$ cat config.mk
export PLATFORM = sky130hd
export DESIGN_NAME = tie_divider
export DESIGN_NICKNAME = d
export VERILOG_FILES = /design/src/rtl/tie_pkg.sv /design/src/rtl/tie_divider.sv
export SDC_FILE = /design/constraint.sdc
export NUM_CORES = 1
export LEC_CHECK = 0
export ABC_AREA = 1
export BUFFER_PORTS_ARGS = -buffer_cell sky130_fd_sc_hd__clkbuf_2
export CAP_MARGIN = 40
export CELL_PAD_IN_SITES_DETAIL_PLACEMENT = 1
export CELL_PAD_IN_SITES_GLOBAL_PLACEMENT = 1
export CORE_MARGIN = 2
export CORE_UTILIZATION = 45
export CTS_BUF_LIST = sky130_fd_sc_hd__clkbuf_2
export DETAILED_ROUTE_END_ITERATION = 8
export PLACE_DENSITY = 0.92
export SETUP_SLACK_MARGIN = 0.02
export SKIP_CTS_REPAIR_TIMING = 1
export SLEW_MARGIN = 40
export SYNTH_ARGS = -nofsm -noshare
export SYNTH_HDL_FRONTEND = slang
export SYNTH_SLANG_ARGS = --single-unit
$ cat constraint.sdc
create_clock -name clk -period 11.1 [get_ports clk]
set_input_delay 2.22 -clock clk [delete_from_list [all_inputs] [get_ports clk]]
set_output_delay 2.22 -clock clk [all_outputs]
set_load 0.01 [all_outputs]
$ cat src/rtl/tie_pkg.sv
// ----------------------------------------------------------------------------
// tie_pkg: shared types and constants of the trigonometric interpolator
// Widths, state codes, unit handshakes and the CORDIC arctangent table.
// ----------------------------------------------------------------------------
package tie_pkg;

    // default storage depth
    localparam int MAX_POINTS_DEF = 64;

    // configuration register widths
    localparam int NPT_W = 7;
    localparam int HSTEP_W = 31;

    // wide datapath widths (n can never exceed 127)
    localparam int DIV_W = 42;
    localparam int ACC_W = 41;
    localparam int RE_W = 44;
    localparam int PH_W = 38;
    localparam int CW = 34;
    localparam int MUL_A_W = 34;
    localparam int MUL_B_W = 32;
    localparam int PROD_W = MUL_A_W + MUL_B_W;
    localparam int SHP_W = PROD_W - 30;

    // CORDIC
    localparam int CORDIC_STEPS = 28;
    localparam logic signed [CW-1:0] CORDIC_GAIN = 34'sd652032874;

    // item operation codes
    localparam logic OP_STORE = 1'b0;
    localparam logic OP_EVAL = 1'b1;

    // configuration register indexes
    localparam logic [1:0] REG_NUM_POINTS = 2'd0;
    localparam logic [1:0] REG_X_ORIGIN = 2'd1;
    localparam logic [1:0] REG_STEP_SIZE = 2'd2;

    typedef enum logic [4:0] {
        S_IDLE,
        S_DEN,
        S_PT_DIV,
        S_PT_DW,
        S_PT_CW,
        S_MOD,
        S_MOD_W,
        S_VINIT,
        S_J_START,
        S_RD,
        S_MC,
        S_MS,
        S_MA,
        S_DR,
        S_DRW,
        S_DI,
        S_DIW,
        S_PH,
        S_PHW,
        S_PCW,
        S_O1,
        S_O2,
        S_O3,
        S_O4,
        S_O5,
        S_DONE
    } state_t;

    // divider command: frac_mode runs 32 quotient bits, otherwise DIV_W
    typedef struct packed {
        logic start;
        logic frac_mode;
    } div_cmd_t;

    // status of an iterative unit
    typedef struct packed {
        logic busy;
        logic done;
    } unit_stat_t;

    // arctangent of 2^-i in binary angle (2^32 is one turn)
    function automatic logic [31:0] atan_turn(input logic [4:0] i);
        logic [31:0] a;
        case (i)
            5'd0: a = 32'h20000000;
            5'd1: a = 32'h12E4051E;
            5'd2: a = 32'h09FB385B;
            5'd3: a = 32'h051111D4;
            5'd4: a = 32'h028B0D43;
            5'd5: a = 32'h0145D7E1;
            5'd6: a = 32'h00A2F61E;
            5'd7: a = 32'h00517C55;
            5'd8: a = 32'h0028BE53;
            5'd9: a = 32'h00145F2F;
            5'd10: a = 32'h000A2F98;
            5'd11: a = 32'h000517CC;
            5'd12: a = 32'h00028BE6;
            5'd13: a = 32'h000145F3;
            5'd14: a = 32'h0000A2FA;
            5'd15: a = 32'h0000517D;
            5'd16: a = 32'h000028BE;
            5'd17: a = 32'h0000145F;
            5'd18: a = 32'h00000A30;
            5'd19: a = 32'h00000518;
            5'd20: a = 32'h0000028C;
            5'd21: a = 32'h00000146;
            5'd22: a = 32'h000000A3;
            5'd23: a = 32'h00000051;
            5'd24: a = 32'h00000029;
            5'd25: a = 32'h00000014;
            5'd26: a = 32'h0000000A;
            5'd27: a = 32'h00000005;
            default: a = 32'h00000000;
        endcase
        return a;
    endfunction

endpackage

$ cat src/rtl/tie_divider.sv
// ----------------------------------------------------------------------------
// tie_divider: shared restoring divider
// One quotient bit per cycle; gives quotient and remainder of
// (rem_init : dividend) / divisor.
// ----------------------------------------------------------------------------
module tie_divider import tie_pkg::*; (
    input  logic             clk,
    input  logic             rst_n,
    input  div_cmd_t         cmd,
    input  logic [DIV_W-1:0] rem_init,
    input  logic [DIV_W-1:0] dividend,
    input  logic [DIV_W-1:0] divisor,
    output logic [DIV_W-1:0] quotient,
    output logic [DIV_W-1:0] remainder,
    output unit_stat_t       stat
);

    logic [DIV_W-1:0] rem_reg;
    logic [DIV_W-1:0] dvd_reg;
    logic [DIV_W-1:0] dsr_reg;
    logic [DIV_W-1:0] q_reg;
    logic [5:0]       cnt_reg;
    logic             busy_reg;
    logic             done_reg;

    logic [DIV_W:0]   shifted;
    logic [DIV_W:0]   diff;
    logic             ge;

    // one restoring step
    always_comb
    begin
        shifted = {rem_reg, dvd_reg[DIV_W-1]};
        diff = shifted - {1'b0, dsr_reg};
        ge = (shifted >= {1'b0, dsr_reg});
    end

    // control
    always_ff @(posedge clk or negedge rst_n)
    begin
        if (!rst_n)
        begin
            busy_reg <= 1'b0;
            done_reg <= 1'b0;
            cnt_reg <= '0;
        end
        else
        begin
            done_reg <= 1'b0;
            if (cmd.start)
            begin
                busy_reg <= 1'b1;
                cnt_reg <= cmd.frac_mode ? 6'd32 : 6'(DIV_W);
            end
            else if (busy_reg)
            begin
                cnt_reg <= cnt_reg - 6'd1;
                if (cnt_reg == 6'd1)
                begin
                    busy_reg <= 1'b0;
                    done_reg <= 1'b1;
                end
            end
        end
    end

    // datapath
    always_ff @(posedge clk)
    begin
        if (cmd.start)
        begin
            rem_reg <= rem_init;
            dvd_reg <= dividend;
            dsr_reg <= divisor;
            q_reg <= '0;
        end
        else if (busy_reg)
        begin
            rem_reg <= ge ? diff[DIV_W-1:0] : shifted[DIV_W-1:0];
            dvd_reg <= {dvd_reg[DIV_W-2:0], 1'b0};
            q_reg <= {q_reg[DIV_W-2:0], ge};
        end
    end

    assign quotient = q_reg;
    assign remainder = rem_reg;
    assign stat = '{busy: busy_reg, done: done_reg};

endmodule

==> impl_metrics.py <==
metrics = {
    "power": {
        "swShare_pct": 48.1,
        "power.density_mw_per_mm2": 226,
        "pwr-share-comb_pct": 53.6,
        "seq_power_share_pct": 33.1,
        "p_int_mw": 1.44,
        "p_leak_nw": 6.46,
        "power.share.clock_pct": 13.4,
        "ir_drop_mv": 0.0871,
        "power_switching_mw": 1.34,
    },
    "synthesis": {
        "syn-cell-area_sq_mm": 0.0107,
        "synth_edf_count": 126,
        "yosys_warnings": 0,
        "synth_seq_area_share_pct": 44.9,
        "syn-instance-count": 1440,
        "avgSynthCellArea_sq_um": 7.45,
        "synth_ff_type": "edfxtp_1",
        "ys_seq_elements": 176,
        "async_flop_share_pct": 4.55,
        "post_synth_num_cell_types": 41,
        "synth_nets": 1615,
    },
    "setup_path": {
        "critical_path_class": "in2reg",
        "arrival_ps": 4720,
        "critPathMaxFanout": 87,
        "reg2reg_setup_slack_ps": 7770,
        "required_ps": 11520,
        "cp-end-kind": "register",
        "critPathLaunchType": "input pin",
    },
    "floorplan": {
        "ios": 216,
        "die_w_um": 158,
        "die_area_sq_mm": 0.0251,
        "coreArea_sq_mm": 0.0235,
        "rows": 56,
        "initial_utilization_pct": 45.7,
        "dieHeight_um": 158,
    },
    "sta": {
        "period_minus_slack_ps": 4300,
        "clock.fmax_mhz": 233,
        "fin_tns_setup_ps": 0,
        "worst_pin_slew_ps": 764,
        "finalHoldWorstSlack_ps": 489,
        "rsz0062_at_grt": "false",
        "hold_viol": 0,
        "setup_violations": 0,
        "final_max_slew_viol_count": 0,
        "finalCritPeriodShare_pct": 38.7,
        "fin_skew_ps": 66.3,
        "max_slew_margin_pct": 49.1,
    },
    "run_status": {
        "status": "complete, no violations",
    },
    "grt": {
        "grt_pass1_wl_um": 52000,
        "grt_usage_pct": 26.7,
        "grt_pass1_vias": 10300,
        "grt_max_degree": 88,
        "grt_overflow": 0,
        "antenna_found_initial": 2,
    },
    "detailed_routing": {
        "wl_um": 33100,
        "vias": 9843,
        "dr.pass1.iters": 7,
        "avgViaCountPerCell": 4.99,
        "drc_errors": 0,
        "final_antenna_net_count": 0,
        "drtIter0Drc": 469,
        "routedWlPerCell_um": 16.8,
    },
    "clock_network": {
        "cts-root-buf": "clkbuf_2",
        "htree_levels": 4,
        "insertion_delay_ps": 780,
        "cts_tree": "yes",
        "numCtsBuffers": 17,
        "clk_pin_slew_ps": 340,
        "cts.path.max_buffers": 2,
        "cts_num_sinks": 176,
    },
    "finish": {
        "final_common_cell": "nand2_1",
        "n_fill_cell": 3097,
        "drive_above_1_share_pct": 17.0,
        "area_growth_pct": 14.7,
        "fin_nets": 1813,
        "final_cell_mix": "566 x nand2_1, 249 x inv_1, 231 x clkbuf_2",
    },
    "hold_path": {
        "hold_path_class": "reg2reg",
    },
    "placed_design": {
        "place_hpwl_um": 25800,
        "place.port_buffers": 215,
        "place_congestion": 0.934,
    },
    "job": {
        "drv_cap": 0,
    },
}
==> layout make-up <==
class	count	area (sq um)	share of cell area (%)
Sequential cell	176	4820	39.2
Multi-Input combinational cell	967	4730	38.4
Antenna cell	1	2.50	0.0203
Clock inverter	15	184	1.49
Inverter	256	963	7.83
Tap cell	319	399	3.24
Clock buffer	17	85.1	0.691
Timing Repair Buffer	220	1120	9.13
==> logic make-up after synthesis <==
group           Yosys count  share of synthesized area (%)
compound gates          100                           5.56
xor+xnor                 22                           1.80
fa+ha+maj                45                           5.32
buf+inv                 297                           11.0
flops                   176                           44.9
simple gates            800                           31.4
==> power by group through the flow <==
stage / logic [mW] / registers (mW) / clock network, mW
floorplan: 1.03 / 0.948 / 0
global placement: 1.43 / 0.927 / 0
detailed placement: 1.48 / 0.935 / 0
CTS: 1.50 / 0.920 / 0.380
global route: 1.68 / 0.935 / 0.401
finish: 1.49 / 0.920 / 0.372
==> Yosys cell counts, types with 3 or more instances <==
cell	n	area share, %
edfxtp_1	126	35
xnor2_1	21	1.7
nand3_1	79	3.7
nand3b_1	44	3.1
inv_1	249	8.7
buf_1	4	0.14
a21oi_2	3	0.24
buf_6	6	0.63
dfxtp_1	42	7.8
buf_2	10	0.47
o21ai_0	11	0.51
o22ai_1	40	2.3
dfrtp_1	8	1.9
a21oi_1	31	1.4
and2_1	3	0.17
nand2_1	566	20
clkbuf_1	19	0.66
inv_2	4	0.14
nand4_1	3	0.17
clkinv_1	3	0.10
o21bai_1	7	0.49
nor2_1	79	2.8
ha_1	44	5.1
nor3_1	4	0.19
nor2_2	9	0.52
nand2_2	6	0.35
==> critical path, cell delays in order <==
cell and delay (ps):
buf_4 410, buf_6 550, nor2_1 250, inv_4 500
buf_6 650
==> layer usage <==
metal	up-vias	GRT usage, %	share of wire [%]
met4	2	5.23	1.5
met1	4677	32.8	43
met5	-	0	0.027
met2	216	48.4	49
li1	4908	-	-
met3	40	5.93	5.7
==> metrics by stage <==
stage                     power (mW)  setup WS, ps  area (sq um)  std cells  util, %
after global routing            3.02          6630         12300       1971     52.5
after detailed placement        2.42          5700         12000       1938     51.3
after CTS                       2.80          6570         12300       1970     52.4
final                           2.78          6800         12300       1971     52.5
after floorplan                 1.97          5500         10700       1440        -
after global placement          2.36          5640         12000       1938     51.3
==> path summary, 6_finish.rpt <==
| check | startpoint | to | depth (start not counted) |
|---|---|---|---|
| worst max register to register | remainder[35]$_DFFE_PP_ | remainder[27]$_DFFE_PP_ | 11 |
| worst max-delay path | cmd[1] | remainder[28]$_DFFE_PP_ | 5 |
| min in group asynchronous | rst_n | cnt_reg[3]$_DFFE_PN0P_ | 1 |
| worst min register to register | quotient[0]$_SDFFE_PP0P_ | quotient[1]$_SDFFE_PP0P_ | 2 |
| worst min-delay path | quotient[0]$_SDFFE_PP0P_ | quotient[1]$_SDFFE_PP0P_ | 2 |
| max in group asynchronous | rst_n | done_reg$_DFF_PN0_ | 1 |
No activity file was read; power rests on OpenSTA's default activity.
