$ cat src/rtl/tie_pkg.sv
// ----------------------------------------------------------------------------
// tie_pkg: shared types and constants of the trigonometric interpolator
// Widths, state codes, unit handshakes and the CORDIC arctangent table.
// ----------------------------------------------------------------------------
package tie_pkg;

    // default storage depth
    localparam int MAX_POINTS_DEF = 64;

    // configuration register widths
    localparam int NPT_W = 7;
    localparam int HSTEP_W = 31;

    // wide datapath widths (n can never exceed 127)
    localparam int DIV_W = 42;
    localparam int ACC_W = 41;
    localparam int RE_W = 44;
    localparam int PH_W = 38;
    localparam int CW = 34;
    localparam int MUL_A_W = 34;
    localparam int MUL_B_W = 32;
    localparam int PROD_W = MUL_A_W + MUL_B_W;
    localparam int SHP_W = PROD_W - 30;

    // CORDIC
    localparam int CORDIC_STEPS = 28;
    localparam logic signed [CW-1:0] CORDIC_GAIN = 34'sd652032874;

    // item operation codes
    localparam logic OP_STORE = 1'b0;
    localparam logic OP_EVAL = 1'b1;

    // configuration register indexes
    localparam logic [1:0] REG_NUM_POINTS = 2'd0;
    localparam logic [1:0] REG_X_ORIGIN = 2'd1;
    localparam logic [1:0] REG_STEP_SIZE = 2'd2;

    typedef enum logic [4:0] {
        S_IDLE,
        S_DEN,
        S_PT_DIV,
        S_PT_DW,
        S_PT_CW,
        S_MOD,
        S_MOD_W,
        S_VINIT,
        S_J_START,
        S_RD,
        S_MC,
        S_MS,
        S_MA,
        S_DR,
        S_DRW,
        S_DI,
        S_DIW,
        S_PH,
        S_PHW,
        S_PCW,
        S_O1,
        S_O2,
        S_O3,
        S_O4,
        S_O5,
        S_DONE
    } state_t;

    // divider command: frac_mode runs 32 quotient bits, otherwise DIV_W
    typedef struct packed {
        logic start;
        logic frac_mode;
    } div_cmd_t;

    // status of an iterative unit
    typedef struct packed {
        logic busy;
        logic done;
    } unit_stat_t;

    // arctangent of 2^-i in binary angle (2^32 is one turn)
    function automatic logic [31:0] atan_turn(input logic [4:0] i);
        logic [31:0] a;
        case (i)
            5'd0: a = 32'h20000000;
            5'd1: a = 32'h12E4051E;
            5'd2: a = 32'h09FB385B;
            5'd3: a = 32'h051111D4;
            5'd4: a = 32'h028B0D43;
            5'd5: a = 32'h0145D7E1;
            5'd6: a = 32'h00A2F61E;
            5'd7: a = 32'h00517C55;
            5'd8: a = 32'h0028BE53;
            5'd9: a = 32'h00145F2F;
            5'd10: a = 32'h000A2F98;
            5'd11: a = 32'h000517CC;
            5'd12: a = 32'h00028BE6;
            5'd13: a = 32'h000145F3;
            5'd14: a = 32'h0000A2FA;
            5'd15: a = 32'h0000517D;
            5'd16: a = 32'h000028BE;
            5'd17: a = 32'h0000145F;
            5'd18: a = 32'h00000A30;
            5'd19: a = 32'h00000518;
            5'd20: a = 32'h0000028C;
            5'd21: a = 32'h00000146;
            5'd22: a = 32'h000000A3;
            5'd23: a = 32'h00000051;
            5'd24: a = 32'h00000029;
            5'd25: a = 32'h00000014;
            5'd26: a = 32'h0000000A;
            5'd27: a = 32'h00000005;
            default: a = 32'h00000000;
        endcase
        return a;
    endfunction

endpackage

$ cat src/rtl/tie_cordic.sv
// ----------------------------------------------------------------------------
// tie_cordic: iterative rotation-mode CORDIC
// Cosine and sine, in Q2.30, of a binary angle (2^32 is one turn), one micro-rotation per cycle.
// ----------------------------------------------------------------------------
module tie_cordic import tie_pkg::*; (
    input  logic               clk,
    input  logic               rst_n,
    input  logic               start,
    input  logic [31:0]        turn,
    output logic signed [31:0] cos_out,
    output logic signed [31:0] sin_out,
    output unit_stat_t         stat
);

    logic signed [CW-1:0] x_reg;
    logic signed [CW-1:0] y_reg;
    logic signed [CW-1:0] z_reg;
    logic [1:0]           quad_reg;
    logic [4:0]           i_reg;
    logic                 busy_reg;
    logic                 done_reg;
    logic signed [31:0]   cos_reg;
    logic signed [31:0]   sin_reg;

    logic [1:0]           quad;
    logic [31:0]          r;
    logic [31:0]          rot;
    logic signed [CW-1:0] xs;
    logic signed [CW-1:0] ys;
    logic signed [CW-1:0] at;
    logic signed [CW-1:0] cx;
    logic signed [CW-1:0] cy;
    logic                 last;

    // quadrant reduction and step terms
    always_comb
    begin
        rot = turn + 32'h2000_0000;
        quad = rot[31:30];
        r = turn - {quad, 30'b0};
        xs = x_reg >>> i_reg;
        ys = y_reg >>> i_reg;
        at = $signed({2'b00, atan_turn(i_reg)});
        last = (i_reg == 5'(CORDIC_STEPS - 1));
    end

    // quadrant restore
    always_comb
    begin
        case (quad_reg)
            2'd0:
            begin
                cx = x_reg;
                cy = y_reg;
            end
            2'd1:
            begin
                cx = -y_reg;
                cy = x_reg;
            end
            2'd2:
            begin
                cx = -x_reg;
                cy = -y_reg;
            end
            default:
            begin
                cx = y_reg;
                cy = -x_reg;
            end
        endcase
    end

    // control
    always_ff @(posedge clk or negedge rst_n)
    begin
        if (!rst_n)
        begin
            busy_reg <= 1'b0;
            done_reg <= 1'b0;
            i_reg <= '0;
        end
        else
        begin
            done_reg <= 1'b0;
            if (start)
            begin
                busy_reg <= 1'b1;
                i_reg <= '0;
            end
            else if (busy_reg)
            begin
                i_reg <= i_reg + 5'd1;
                if (last)
                begin
                    busy_reg <= 1'b0;
                    done_reg <= 1'b1;
                end
            end
        end
    end

    // datapath
    always_ff @(posedge clk)
    begin
        if (start)
        begin
            x_reg <= CORDIC_GAIN;
            y_reg <= '0;
            z_reg <= CW'($signed(r));
            quad_reg <= quad;
        end
        else if (busy_reg)
        begin
            if (z_reg >= 0)
            begin
                x_reg <= x_reg - ys;
                y_reg <= y_reg + xs;
                z_reg <= z_reg - at;
            end
            else
            begin
                x_reg <= x_reg + ys;
                y_reg <= y_reg - xs;
                z_reg <= z_reg + at;
            end
        end
        else
        begin
            cos_reg <= cx[31:0];
            sin_reg <= cy[31:0];
        end
    end

    assign cos_out = done_reg ? cx[31:0] : cos_reg;
    assign sin_out = done_reg ? cy[31:0] : sin_reg;
    assign stat = '{busy: busy_reg, done: done_reg};

endmodule
$ cat config.mk
export PLATFORM = sky130hd
export DESIGN_NAME = tie_cordic
export DESIGN_NICKNAME = d
export VERILOG_FILES = /design/src/rtl/tie_pkg.sv /design/src/rtl/tie_cordic.sv
export SDC_FILE = /design/constraint.sdc
export NUM_CORES = 1
export LEC_CHECK = 0
export ABC_AREA = 0
export BUFFER_PORTS_ARGS = -buffer_cell sky130_fd_sc_hd__clkbuf_2
export CAP_MARGIN = 20
export CELL_PAD_IN_SITES_DETAIL_PLACEMENT = 1
export CELL_PAD_IN_SITES_GLOBAL_PLACEMENT = 1
export CORE_ASPECT_RATIO = 1.25
export CORE_MARGIN = 5
export CORE_UTILIZATION = 46
export CTS_BUF_LIST = sky130_fd_sc_hd__clkbuf_4 sky130_fd_sc_hd__clkbuf_8
export CTS_CLUSTER_SIZE = 10
export DETAILED_ROUTE_END_ITERATION = 8
export GPL_TIMING_DRIVEN = 1
export HOLD_SLACK_MARGIN = 0.05
export PLACE_DENSITY = 0.88
export SLEW_MARGIN = 15
export SYNTH_ARGS = -nofsm -noshare
export SYNTH_HDL_FRONTEND = slang
export SYNTH_SLANG_ARGS = --single-unit
export TNS_END_PERCENT = 100
$ cat constraint.sdc
create_clock -name clk -period 13.8 [get_ports clk]
set_input_delay 1.38 -clock clk [delete_from_list [all_inputs] [get_ports clk]]
set_output_delay 1.38 -clock clk [all_outputs]
set_load 0.02 [all_outputs]
==> results.yml <==
outcome:
  status: "finished, final reports clean"
timing:
  drv_slew: 0
  worstMarginPinSlew_ns: 1.11
  finalCritPeriodShare_pct: 56.4
  slew-limit-headroom_pct: 25.9
  hold_slack_ns: 0.592
  hold_viol: 0
  setup_ws_ns: 6.02
  finalClockSkew_ns: 0.0250
  fin_crit_ns: 7.78
  rsz0062_at_grt: "no"
  finalSetupViolCount: 0
  tns_ns: 0
  timing.fmax_ghz: 0.129
min_path:
  min_from: "x_reg[0]$_SDFFE_PP0P_"
  holdCritPathClass: "reg2reg"
  hold_end: "x_reg[0]$_SDFFE_PP0P_"
  hold_depth: 2
cts:
  cts_buffers: 17
  clock-sinks: 175
  cts.repair.resized: 0
  root_buffer: "clkbuf_8"
  clk_pin_slew_ns: 0.12
  hold_buffers: 0
  postCtsSetupRepairBufs: 0
  clk_latency_ns: 0.56
  cts.path.max_buffers: 2
  cts_tree: "yes"
  cts.htree.levels: 4
layout:
  final_area_mm2: 0.0232
  final_nets: 2705
  syn_to_final_growth_pct: 4.72
  drive_gt1_share_pct: 16.5
  layout.cells.non_filler: 3210
  fin_util_pct: 48.4
worst_setup_path:
  crit_path_end_kind: "register"
  r2r_cells: 20
  startpoint_type: "register"
  cp_cell_sequence: "buf_4, ha_1, inv_1, o211ai_1, o221ai_1, a211oi_1, inv_1, or4_1, or3_1, or4_4, nand2_4, xor2_1, ha_1, nand2_1, a2111oi_0, o21ai_0, a211oi_1, o31ai_1, or4b_2, and3_1"
  path_max_fanout: 56
  r2r-start: "i_reg[0]$_DFFE_PN0N_"
  max_stage_delay_ns: 0.85
  critPathSlowestCell: "dfrtp_4"
  cp_data_required_time_ns: 14.13
  crit_start: "i_reg[0]$_DFFE_PN0N_"
  r2r_end: "z_reg[33]$_DFFE_PN_"
  arrival_ns: 8.11
  path_class: "reg2reg"
  reg2reg_setup_slack_ns: 6.02
logic_synthesis:
  synth_fp_nets: 2762
  ys_types: 96
  yosysSeqAreaShare_pct: 20.5
  syn_area_per_cell_um2: 8.49
  yosysWarnings: 0
  ys_ff_latch: 175
  syn_inst: 2609
  synth_edf_count: 100
  synth_top_area_share_pct: 13.6
  synth_area_leaders: "edfxtp_1 14%, mux4_2 10%, ha_1 6.5%, xnor2_1 6.2%, dfxtp_1 6.1%"
  synth_area_mm2: 0.0222
  ys.flop_type: "edfxtp_1"
  synth-async-reset-ratio_pct: 4.00
  yosysTopAreaCell: "edfxtp_1"
routing:
  drc: 0
  firstDrtPassIters: 5
  wl_met3_mm: 4.65
  wl_met2_mm: 42.4
  route.detailed.wl_per_inst_um: 26.4
  drt_wl_total_mm: 84.8
  viasPerCell: 6.66
  top_layer_used: "met5"
  drt_iter0_markers: 1471
  ant_nets: 0
  drt-met1-wl_mm: 31.6
  num_vias: 21400
placed_design:
  dp_hpwl_mm: 63.2
  post-place-ws_ns: 5.99
  place_area_mm2: 0.0228
  gp_routability_congestion: 0.998
  post-place-cells: 3177
  port_buffers: 100
floorplan:
  die_w_um: 206
  io_pins: 101
  dieArea_mm2: 0.0527
  rows: 90
  initial_utilization_pct: 46.2
  dieHeight_um: 255
  coreArea_mm2: 0.0480
global_routing:
  grt_max_degree: 85
  antenna_found_initial: 1
  grt_use_total_pct: 31.1
  grt_pass1_wl_mm: 129
  overflow: 0
  grt_pass1_vias: 22200
flow_run:
  drv_cap: 0
pwr:
  total_power_mw: 6.66
  power_density_mw_per_mm2: 287
  peakVddDrop_v: 0.000133
  p_leak_nw: 9.02
-- cells by family after synthesis --
family,count (synthesis),share of synthesized area (%)
XOR/XNOR,254,10.0
AO/OA/AOI/OAI,711,20.6
buffers and inverters,266,5.52
flip-flops,175,20.5
multiplexers,287,19.3
adder cells (fa/ha/maj),119,6.81
AND/OR/NAND/NOR,797,17.2
-- power breakdown --
group          total [mW]  internal [mW]  switching [mW]
Sequential           1.17          0.762           0.403
Combinational        5.07           2.18            2.89
Clock               0.424          0.144           0.279
Total                6.66           3.09            3.57
-- critical path: cells and delay by family, from the launching register on --
kind                     cells  cell delay [ns]
AND/OR/NAND/NOR              7             2.64
AO/OA/AOI/OAI                7             2.21
buffers and inverters        3             0.97
flip-flops                   1             0.85
adder cells (fa/ha/maj)      2             0.77
XOR/XNOR                     1             0.09
-- routing by layer --
| metal | GRT usage [%] | vias up |
|---|---|---|
| met5 | 0 | - |
| met4 | 18.9 | 2 |
| met3 | 4.77 | 300 |
| met2 | 54.9 | 833 |
| met1 | 34.8 | 10700 |
| li1 | - | 9556 |
-- synth_stat cells (8+ instances only) --
master	number
buf_1	21
a22oi_1	14
o211ai_1	18
and3_1	11
a211o_1	14
o21bai_1	14
a31oi_1	14
edfxtp_1	100
buf_6	22
a211oi_1	28
a221oi_1	8
dfxtp_1	68
o22ai_1	23
a21boi_0	10
or4_1	12
nor2b_1	33
o31ai_1	33
and2_1	16
buf_4	10
ha_1	115
mux4_2	102
nand3_1	47
nand2b_1	50
or2_2	14
mux2i_1	85
xnor2_1	157
clkbuf_1	145
inv_1	49
o21ai_0	178
mux2_2	97
o41ai_1	14
a21o_1	49
xor2_1	97
o21a_1	22
buf_2	16
nand2_1	250
or3_1	11
nor3_1	42
nand4_1	17
a21oi_1	188
nor2_1	231
nor4_1	17
-- worst max path at each step --
| stage | to | slack [ns] |
|---|---|---|
| floorplan | z_reg[33]$_DFFE_PN_ | 7.18 |
| global placement | z_reg[33]$_DFFE_PN_ | 6.13 |
| detailed placement | z_reg[33]$_DFFE_PN_ | 5.99 |
| CTS | z_reg[33]$_DFFE_PN_ | 5.97 |
| global route | z_reg[33]$_DFFE_PN_ | 5.44 |
| finish | z_reg[33]$_DFFE_PN_ | 6.02 |
-- final cells by class --
cell class / count / area [um2]
well taps: 644 / 806
clock buffers: 17 / 234
repair buffers: 138 / 785
fillers: 5774 / 24800
multi-input cells: 2168 / 16400
diodes: 1 / 2.50
inverters: 52 / 198
flip-flops and latches: 175 / 4560
clock inverters: 15 / 209
-- layout by cell type (no fill, tap or decap), types with 16 or more instances in the layout --
cell	Yosys	routed
nor4_1	17	17
xor2_1	97	97
nand3_1	47	47
nand2_1	250	250
nand4_1	17	17
edfxtp_1	100	100
a21oi_1	188	188
inv_1	49	49
nor2b_1	33	33
nand2b_1	50	50
mux4_2	102	102
buf_4	10	38
o31ai_1	33	33
o211ai_1	18	18
xnor2_1	157	157
ha_1	115	115
o21ai_0	178	178
mux2_2	97	97
nor3_1	42	41
o22ai_1	23	23
o21a_1	22	22
a211oi_1	28	28
clkbuf_2	0	99
clkbuf_8	0	17
and2_1	16	16
nor2_1	231	230
dfxtp_1	68	68
mux2i_1	85	85
a21o_1	49	49
Note: power is estimated with default switching activity, not from simulation.
